## src/rtl/tth_pkg.sv

```systemverilog
// Package for the temperature trend/history tracker.
// Constants, request and trend codes, register indexes. No dependencies.
package tth_pkg;

    localparam int HIST_DEPTH = 6;
    localparam int FILL_W     = $clog2(HIST_DEPTH + 1);
    localparam int IDX_W      = (HIST_DEPTH > 1) ? $clog2(HIST_DEPTH) : 1;

    localparam logic signed [15:0] EMPTY_MARK = 16'sd15984;
    localparam logic signed [15:0] HIGH_MARK  = -16'sd15984;

    // request kinds
    localparam logic [1:0] REQ_UPDATE = 2'd0;
    localparam logic [1:0] REQ_TREND  = 2'd1;
    localparam logic [1:0] REQ_HIST   = 2'd2;

    // trend codes
    localparam logic [1:0] TREND_STEADY  = 2'd0;
    localparam logic [1:0] TREND_RISING  = 2'd1;
    localparam logic [1:0] TREND_FALLING = 2'd2;

    // configuration register indexes
    localparam logic [2:0] CFG_HIST_INTERVAL  = 3'd0;
    localparam logic [2:0] CFG_TREND_INTERVAL = 3'd1;
    localparam logic [2:0] CFG_TREND_STALE    = 3'd2;
    localparam logic [2:0] CFG_TREND_THRESH   = 3'd3;
    localparam logic [2:0] CFG_VALID_LOW      = 3'd4;
    localparam logic [2:0] CFG_VALID_HIGH     = 3'd5;

    localparam logic [31:0] RST_HIST_INTERVAL  = 32'd3600000;
    localparam logic [31:0] RST_TREND_INTERVAL = 32'd600000;
    localparam logic [31:0] RST_TREND_STALE    = 32'd1200000;
    localparam logic [14:0] RST_TREND_THRESH   = 15'd16;
    localparam logic signed [15:0] RST_VALID_LOW  = -16'sd800;
    localparam logic signed [15:0] RST_VALID_HIGH = 16'sd1600;

    typedef logic signed [15:0] temp_t;

endpackage

```

## src/rtl/tth_if.sv

```systemverilog
// Valid/ready channel interfaces for tracker requests and results.
// Depends on tth_pkg.
interface tth_req_if;
    import tth_pkg::*;
    logic        valid;
    logic        ready;
    logic [1:0]  req_type;
    temp_t       temp;
    logic [31:0] now_ms;
    logic [3:0]  hist_index;

    modport source (output valid, output req_type, output temp, output now_ms,
                    output hist_index, input ready);
    modport sink   (input valid, input req_type, input temp, input now_ms,
                    input hist_index, output ready);
endinterface

interface tth_rsp_if;
    import tth_pkg::*;
    logic        valid;
    logic        ready;
    logic [1:0]  trend_code;
    temp_t       min_temp;
    temp_t       max_temp;
    temp_t       hist_value;
    logic [2:0]  hist_filled;
    logic        shifted;

    modport source (output valid, output trend_code, output min_temp, output max_temp,
                    output hist_value, output hist_filled, output shifted, input ready);
    modport sink   (input valid, input trend_code, input min_temp, input max_temp,
                    input hist_value, input hist_filled, input shifted, output ready);
endinterface

```

## src/rtl/temperature_trend_history_tracker.sv

```systemverilog
// Temperature trend and history tracker, top level.
// Path: input reg, then result reg; state updates as a request leaves the input reg.
// Throughput: one request per cycle while rsp.ready does not stall the result reg.
// Reset: min/max and history to their sentinels, fill/snapshot cleared,
// configuration registers to their defaults. Depends on tth_pkg, tth_if.
module temperature_trend_history_tracker
    import tth_pkg::*;
(
    input  logic         clk,
    input  logic         rst_n,
    tth_req_if.sink      req,
    tth_rsp_if.source    rsp,
    input  logic         cfg_we,
    input  logic [2:0]   cfg_index,
    input  logic [31:0]  cfg_data
);

    // configuration
    logic [31:0] hist_interval_reg;
    logic [31:0] trend_interval_reg;
    logic [31:0] trend_stale_reg;
    logic [14:0] trend_thresh_reg;
    temp_t       valid_low_reg;
    temp_t       valid_high_reg;

    // input stage
    logic        in_valid_reg;
    logic [1:0]  in_type_reg;
    temp_t       in_temp_reg;
    logic [31:0] in_now_reg;
    logic [3:0]  in_idx_reg;

    // tracker state
    temp_t             low_reg, low_next;
    temp_t             high_reg, high_next;
    temp_t             log_reg [HIST_DEPTH];
    temp_t             log_next [HIST_DEPTH];
    logic [FILL_W-1:0] fill_reg, fill_next;
    logic [31:0]       last_shift_reg, last_shift_next;
    temp_t             snap_temp_reg, snap_temp_next;
    logic [31:0]       snap_time_reg, snap_time_next;
    logic              snap_valid_reg, snap_valid_next;

    // result stage
    logic        out_valid_reg;
    logic [1:0]  trend_reg, trend_next;
    temp_t       hval_reg, hval_next;
    logic        shifted_reg, shifted_next;
    temp_t       min_out_reg, max_out_reg;
    logic [2:0]  filled_out_reg;

    logic        advance;
    logic        in_sample_ok;
    logic        in_query_ok;
    logic        shift_due;
    logic        snap_due;
    logic [31:0] since_shift;
    logic [31:0] since_snap;
    logic signed [17:0] diff;
    logic signed [17:0] thresh;

    assign advance   = in_valid_reg && (!out_valid_reg || rsp.ready);
    assign req.ready = !in_valid_reg || advance;

    always_ff @(posedge clk or negedge rst_n)
    begin
        if (!rst_n)
        begin
            hist_interval_reg  <= RST_HIST_INTERVAL;
            trend_interval_reg <= RST_TREND_INTERVAL;
            trend_stale_reg    <= RST_TREND_STALE;
            trend_thresh_reg   <= RST_TREND_THRESH;
            valid_low_reg      <= RST_VALID_LOW;
            valid_high_reg     <= RST_VALID_HIGH;
        end
        else if (cfg_we)
        begin
            unique case (cfg_index)
                CFG_HIST_INTERVAL:  hist_interval_reg  <= cfg_data;
                CFG_TREND_INTERVAL: trend_interval_reg <= cfg_data;
                CFG_TREND_STALE:    trend_stale_reg    <= cfg_data;
                CFG_TREND_THRESH:   trend_thresh_reg   <= cfg_data[14:0];
                CFG_VALID_LOW:      valid_low_reg      <= cfg_data[15:0];
                CFG_VALID_HIGH:     valid_high_reg     <= cfg_data[15:0];
                default: ;
            endcase
        end
    end

    always_ff @(posedge clk or negedge rst_n)
    begin
        if (!rst_n)
            in_valid_reg <= 1'b0;
        else if (req.ready)
            in_valid_reg <= req.valid;
    end

    always_ff @(posedge clk)
    begin
        if (req.valid && req.ready)
        begin
            in_type_reg <= req.req_type;
            in_temp_reg <= req.temp;
            in_now_reg  <= req.now_ms;
            in_idx_reg  <= req.hist_index;
        end
    end

    assign since_shift  = in_now_reg - last_shift_reg;
    assign since_snap   = in_now_reg - snap_time_reg;
    assign in_sample_ok = (in_temp_reg > valid_low_reg) && (in_temp_reg < valid_high_reg);
    assign in_query_ok  = (in_temp_reg >= valid_low_reg) && (in_temp_reg <= valid_high_reg)
                          && snap_valid_reg && (since_snap <= trend_stale_reg);
    assign shift_due    = (last_shift_reg == 32'd0) || (since_shift >= hist_interval_reg);
    assign snap_due     = !snap_valid_reg || (since_snap >= trend_interval_reg);
    assign diff         = 18'(in_temp_reg) - 18'(snap_temp_reg);
    assign thresh       = 18'(signed'({1'b0, trend_thresh_reg}));

    always_comb
    begin
        low_next        = low_reg;
        high_next       = high_reg;
        log_next        = log_reg;
        fill_next       = fill_reg;
        last_shift_next = last_shift_reg;
        snap_temp_next  = snap_temp_reg;
        snap_time_next  = snap_time_reg;
        snap_valid_next = snap_valid_reg;
        trend_next      = TREND_STEADY;
        hval_next       = EMPTY_MARK;
        shifted_next    = 1'b0;

        unique case (in_type_reg)
            REQ_UPDATE:
            begin
                if (in_sample_ok && (in_temp_reg < low_reg))
                    low_next = in_temp_reg;
                if (in_sample_ok && (in_temp_reg > high_reg))
                    high_next = in_temp_reg;
                if (shift_due)
                begin
                    for (int i = HIST_DEPTH - 1; i > 0; i--)
                        log_next[i] = log_reg[i-1];
                    log_next[0] = in_temp_reg;
                    if (32'(fill_reg) < HIST_DEPTH)
                        fill_next = fill_reg + 1'b1;
                    last_shift_next = in_now_reg;
                    shifted_next    = 1'b1;
                end
                if (snap_due)
                begin
                    snap_temp_next  = in_temp_reg;
                    snap_time_next  = in_now_reg;
                    snap_valid_next = 1'b1;
                end
            end
            REQ_TREND:
            begin
                if (in_query_ok && (diff > thresh))
                    trend_next = TREND_RISING;
                else if (in_query_ok && (diff < -thresh))
                    trend_next = TREND_FALLING;
            end
            REQ_HIST:
            begin
                if ((32'(in_idx_reg) < HIST_DEPTH) && (32'(in_idx_reg) < 32'(fill_reg)))
                    hval_next = log_reg[in_idx_reg[IDX_W-1:0]];
            end
            default: ;
        endcase
    end

    always_ff @(posedge clk or negedge rst_n)
    begin
        if (!rst_n)
        begin
            low_reg        <= EMPTY_MARK;
            high_reg       <= HIGH_MARK;
            for (int i = 0; i < HIST_DEPTH; i++)
                log_reg[i] <= EMPTY_MARK;
            fill_reg       <= '0;
            last_shift_reg <= '0;
            snap_temp_reg  <= '0;
            snap_time_reg  <= '0;
            snap_valid_reg <= 1'b0;
        end
        else if (advance)
        begin
            low_reg        <= low_next;
            high_reg       <= high_next;
            log_reg        <= log_next;
            fill_reg       <= fill_next;
            last_shift_reg <= last_shift_next;
            snap_temp_reg  <= snap_temp_next;
            snap_time_reg  <= snap_time_next;
            snap_valid_reg <= snap_valid_next;
        end
    end

    always_ff @(posedge clk or negedge rst_n)
    begin
        if (!rst_n)
            out_valid_reg <= 1'b0;
        else if (advance)
            out_valid_reg <= 1'b1;
        else if (rsp.ready)
            out_valid_reg <= 1'b0;
    end

    always_ff @(posedge clk)
    begin
        if (advance)
        begin
            trend_reg      <= trend_next;
            hval_reg       <= hval_next;
            shifted_reg    <= shifted_next;
            min_out_reg    <= low_next;
            max_out_reg    <= high_next;
            filled_out_reg <= 3'(fill_next);
        end
    end

    assign rsp.valid       = out_valid_reg;
    assign rsp.trend_code  = trend_reg;
    assign rsp.min_temp    = min_out_reg;
    assign rsp.max_temp    = max_out_reg;
    assign rsp.hist_value  = hval_reg;
    assign rsp.hist_filled = filled_out_reg;
    assign rsp.shifted     = shifted_reg;

    a_fill_bound: assert property (@(posedge clk) disable iff (!rst_n)
        32'(fill_reg) <= HIST_DEPTH)
        else $error("history fill count beyond depth");

    a_snap_sticky: assert property (@(posedge clk) disable iff (!rst_n)
        snap_valid_reg |=> snap_valid_reg)
        else $error("trend snapshot lost after being taken");

    a_trend_needs_snap: assert property (@(posedge clk) disable iff (!rst_n)
        (rsp.valid && (rsp.trend_code != TREND_STEADY)) |-> snap_valid_reg)
        else $error("trend reported without a snapshot");

    a_shift_fills: assert property (@(posedge clk) disable iff (!rst_n)
        (advance && shifted_next) |=> (fill_reg != '0))
        else $error("history shift left fill count at zero");

endmodule

```

## src/flat_wrapper.sv

```systemverilog
// flat-port wrapper written by rule: the top's interface ports become plain ports
module temperature_trend_history_tracker_flat import tth_pkg::*;
  (clk, rst_n, cfg_we, cfg_index, cfg_data, req_valid, req_req_type, req_temp, req_now_ms, req_hist_index, req_ready, rsp_valid, rsp_trend_code, rsp_min_temp, rsp_max_temp, rsp_hist_value, rsp_hist_filled, rsp_shifted, rsp_ready);
  tth_req_if req_i ();
  tth_rsp_if rsp_i ();
  input  logic clk;
  input  logic rst_n;
  input  logic cfg_we;
  input  logic [2:0] cfg_index;
  input  logic [31:0] cfg_data;
  input wire logic [$bits(req_i.valid)-1:0] req_valid;
  input wire logic [$bits(req_i.req_type)-1:0] req_req_type;
  input wire logic [$bits(req_i.temp)-1:0] req_temp;
  input wire logic [$bits(req_i.now_ms)-1:0] req_now_ms;
  input wire logic [$bits(req_i.hist_index)-1:0] req_hist_index;
  output wire logic [$bits(req_i.ready)-1:0] req_ready;
  output wire logic [$bits(rsp_i.valid)-1:0] rsp_valid;
  output wire logic [$bits(rsp_i.trend_code)-1:0] rsp_trend_code;
  output wire logic [$bits(rsp_i.min_temp)-1:0] rsp_min_temp;
  output wire logic [$bits(rsp_i.max_temp)-1:0] rsp_max_temp;
  output wire logic [$bits(rsp_i.hist_value)-1:0] rsp_hist_value;
  output wire logic [$bits(rsp_i.hist_filled)-1:0] rsp_hist_filled;
  output wire logic [$bits(rsp_i.shifted)-1:0] rsp_shifted;
  input wire logic [$bits(rsp_i.ready)-1:0] rsp_ready;
  assign req_i.valid = req_valid;
  assign req_i.req_type = req_req_type;
  assign req_i.temp = req_temp;
  assign req_i.now_ms = req_now_ms;
  assign req_i.hist_index = req_hist_index;
  assign req_ready = req_i.ready;
  assign rsp_valid = rsp_i.valid;
  assign rsp_trend_code = rsp_i.trend_code;
  assign rsp_min_temp = rsp_i.min_temp;
  assign rsp_max_temp = rsp_i.max_temp;
  assign rsp_hist_value = rsp_i.hist_value;
  assign rsp_hist_filled = rsp_i.hist_filled;
  assign rsp_shifted = rsp_i.shifted;
  assign rsp_i.ready = rsp_ready;
  temperature_trend_history_tracker u_core (.clk(clk), .rst_n(rst_n), .req(req_i), .rsp(rsp_i), .cfg_we(cfg_we), .cfg_index(cfg_index), .cfg_data(cfg_data));
endmodule
```

## config.mk

```make
export PLATFORM = sky130hd
export DESIGN_NAME = temperature_trend_history_tracker_flat
export DESIGN_NICKNAME = d
export VERILOG_FILES = /design/src/rtl/tth_pkg.sv /design/src/rtl/tth_if.sv /design/src/rtl/temperature_trend_history_tracker.sv /design/src/flat_wrapper.sv
export SDC_FILE = /design/constraint.sdc
export NUM_CORES = 1
export LEC_CHECK = 0
export BUFFER_PORTS_ARGS = -buffer_cell sky130_fd_sc_hd__buf_2
export CORE_ASPECT_RATIO = 0.6
export CORE_UTILIZATION = 35
export DETAILED_ROUTE_END_ITERATION = 6
export HOLD_SLACK_MARGIN = 0.1
export SYNTH_ARGS = -nofsm -noshare
export SYNTH_HDL_FRONTEND = slang
export SYNTH_SLANG_ARGS = --single-unit
```

## constraint.sdc

```tcl
create_clock -name clk -period 7.85 [get_ports clk]
set_input_delay 0.785 -clock clk [delete_from_list [all_inputs] [get_ports clk]]
set_output_delay 0.785 -clock clk [all_outputs]
set_load 0.005 [all_outputs]
```

==> results_dict.tcl <==
set metrics [dict create \
    async_flop_share 0.7677 \
    synth_nets 3053 \
    synth_xor_area_frac 0.02663 \
    cellLeakagePower_nw 14.29 \
    nNetsFinal 3178 \
    yosys.area_share.simple 0.1056 \
    cts_sinks 465 \
    slew_headroom 0.1709 \
    cts-resized-gates 0 \
    insertion_delay_ns 0.61 \
    cp_max_fo 42 \
    critPathKind "reg2reg" \
    slowest_stage "a31oi_4" \
    ys_seq_area_frac 0.4401 \
    r2r_end "u_core.snap_time_reg[26]" \
    cpMostUsedCell "a21o_1" \
    crit_path_start_kind "register" \
    fillers 7635 \
    initial_core_util 0.3571 \
    dr.pass1.iters 7 \
    synthesis.area_um2 27950 \
    wl_um 75180 \
    drv_cap 0 \
    drcViolationCount 1 \
    antenna_found_initial 2 \
    outcome "finished with violations" \
    synth_compound_area_frac 0.1366 \
    rsz0062_at_grt "false" \
    ys_ff_latch 465 \
    r2r_slack_ns 1.94 \
    yosys-mux-area-fraction 0.1136 \
    slowest_delay_ns 0.73 \
    setup_viol 0 \
    grt_pass1_vias 19468 \
    required_ns 8.30 \
    grt_pass1_wl_um 117700 \
    r2r-start "u_core.in_now_reg[1]" \
    synthFlopType "dfrtp_1" \
    synth-adder-area-share 0.1243 \
    worst_pin_slew_ns 1.244 \
    die_w_um 366.9 \
    period_needed_ns 5.909 \
    ant_nets 0 \
    layout-drive-gt1-share 0.2218 \
    cts_made_buffers 45 \
    max_freq_ghz 0.1692 \
    peakVddDrop_uv 314.3 \
    grt_overflow 0 \
    path_clk_slew_ns 0.07 \
    cts.path.max_buffers 3 \
    area_growth_syn_to_layout_pct 12.98 \
    finalHoldViolCount 0 \
    synth_edf_count 108 \
    core-area_um2 78290 \
    finClkSkew_ns 0.03984 \
    period_share 0.7528 \
    gp_congestion 0.8830 \
    h-tree-depth 2 \
    std_cell_rows 79 \
    design_area_um2 31580 \
    via_per_inst 5.234 \
    wire_per_inst_um 19.28 \
    fp.dieH_um 220.9 \
    vias 20406 \
    portBuffers 149 \
    placed_cell_area_um2 29980 \
    final_cell_mix "inv_1, ha_1, dfrtp_1, mux2_2, nand2_1" \
    p_per_area_nw_per_um2 396.4 \
    root_buffer "clkbuf_16" \
    cp.arrival_ns 6.36 \
    ios 150 \
    min_path_type "in2async" \
    ys_types 71 \
    tns_ns 0 \
    violations "DRC" \
    cp_cell_sequence "ha_1 -> nor2b_1 -> o31a_1 -> a211oi_1 -> a21oi_1 -> o211ai_1 -> a21o_1 -> o21bai_1 -> a21oi_1 -> xnor2_1 -> ha_1 -> a21o_1 -> a21o_1 -> a21o_1 -> a21o_1 -> a21o_1 -> a31oi_4 -> buf_4 -> nor2_1 -> a31oi_1 -> nand3_1" \
    drt_iter0_markers 1517 \
    grt_max_degree 134 \
    slew_viol_final 0 \
    cts_hold_buf 0 \
    yosys_warnings 0 \
    cts_tree "built" \
    end_kind "register" \
    synth_top_family_by_area "compound AO/OA/AOI/OAI gates" \
    largest_register_ffs 96 \
    synth.avg_cell_area_um2 10.42 \
    hpwl_um 53320 \
    synthCells 2683 \
    r2r_cells 21 \
    cts_setup_buffers 0 \
    grt_usage 0.1850 \
    dieArea_um2 81040 \
]
worst max-delay path, delay by kind of cell, from the launching register on:
kind | cells | cell delay [ns]
AND/OR/NAND/NOR | 3 | 0.33
AO/OA/AOI/OAI | 14 | 3.43
adder cells (fa/ha/maj) | 2 | 0.65
XOR/XNOR | 1 | 0.28
flip-flops | 1 | 0.52
buffers and inverters | 1 | 0.51
power breakdown:
part           switching, W  total [W]  leakage (nW)  internal (W)
Combinational       0.00367    0.00636          8.40       0.00269
Clock               0.00102    0.00238         0.781       0.00136
Sequential         0.000493    0.00377          5.11       0.00328
Total               0.00519     0.0125          14.3       0.00733
how the worst max path moves through the flow:
stage	slack (ns)	endpoint	start	cells past startpoint
CTS	2.00	u_core.snap_time_reg[26]	u_core.in_now_reg[1]	21
floorplan	3.05	u_core.rsp.trend_code[0]	u_core.in_now_reg[1]	20
detailed placement	2.11	u_core.snap_time_reg[10]	u_core.in_now_reg[1]	21
global route	1.58	u_core.snap_temp_reg[15]	u_core.in_now_reg[1]	21
finish	1.94	u_core.snap_time_reg[26]	u_core.in_now_reg[1]	21
global placement	2.11	u_core.snap_time_reg[8]	u_core.in_now_reg[0]	22
cell type report:
class                           count  area [um^2]  share of cell area
Clock buffer                       67         1294             0.04096
Antenna cell                        1        2.502          0.00007923
Tap cell                         1053         1318             0.04171
Multi-Input combinational cell   1835        14260              0.4514
Sequential cell                   465        12300              0.3895
Clock inverter                     17        307.8            0.009745
Timing Repair Buffer              186         1071             0.03391
Inverter                          275         1032             0.03268
cell usage after synthesis (97+ instances only):
| cell type | instances | share of area |
|---|---|---|
| inv_1 | 274 | 0.037 |
| dfstp_2 | 101 | 0.095 |
| ha_1 | 273 | 0.12 |
| nand2_1 | 208 | 0.028 |
| mux2_2 | 212 | 0.085 |
| nand3_1 | 111 | 0.020 |
| edfxtp_1 | 108 | 0.12 |
| nor2_1 | 135 | 0.018 |
| o21ai_0 | 171 | 0.031 |
| a21oi_1 | 97 | 0.017 |
| dfrtp_1 | 256 | 0.23 |
| a21o_1 | 97 | 0.026 |
through the flow:
step | util | hold slack (ns) | setup slack (ns) | std cells | power, W
after floorplan | - | 0.4572 | 3.046 | 2683 | 0.008344
after global placement | 0.3830 | 0.4741 | 2.115 | 3814 | 0.009984
after detailed placement | 0.3830 | 0.4883 | 2.112 | 3814 | 0.01007
after CTS | 0.4034 | 0.1396 | 2.002 | 3898 | 0.01252
after global routing | 0.4034 | 0.1523 | 1.584 | 3899 | 0.01356
final | 0.4034 | 0.1260 | 1.941 | 3899 | 0.01252
logic make-up after synthesis:
family,Yosys count
AND/OR/NAND/NOR,621
AO/OA/AOI/OAI,593
flip-flops,465
buffers and inverters,383
adder cells (fa/ha/maj),276
multiplexers,260
XOR/XNOR,85
routing by layer:
metal  up-vias  share of wire  track usage
li1       9907              -            -
met3        78          0.064      0.03093
met1      9816           0.51       0.2904
met4         0          0.016      0.03468
met2       605           0.41       0.2643
met5         -              0            0
Note: power is estimated with default switching activity, not from simulation.
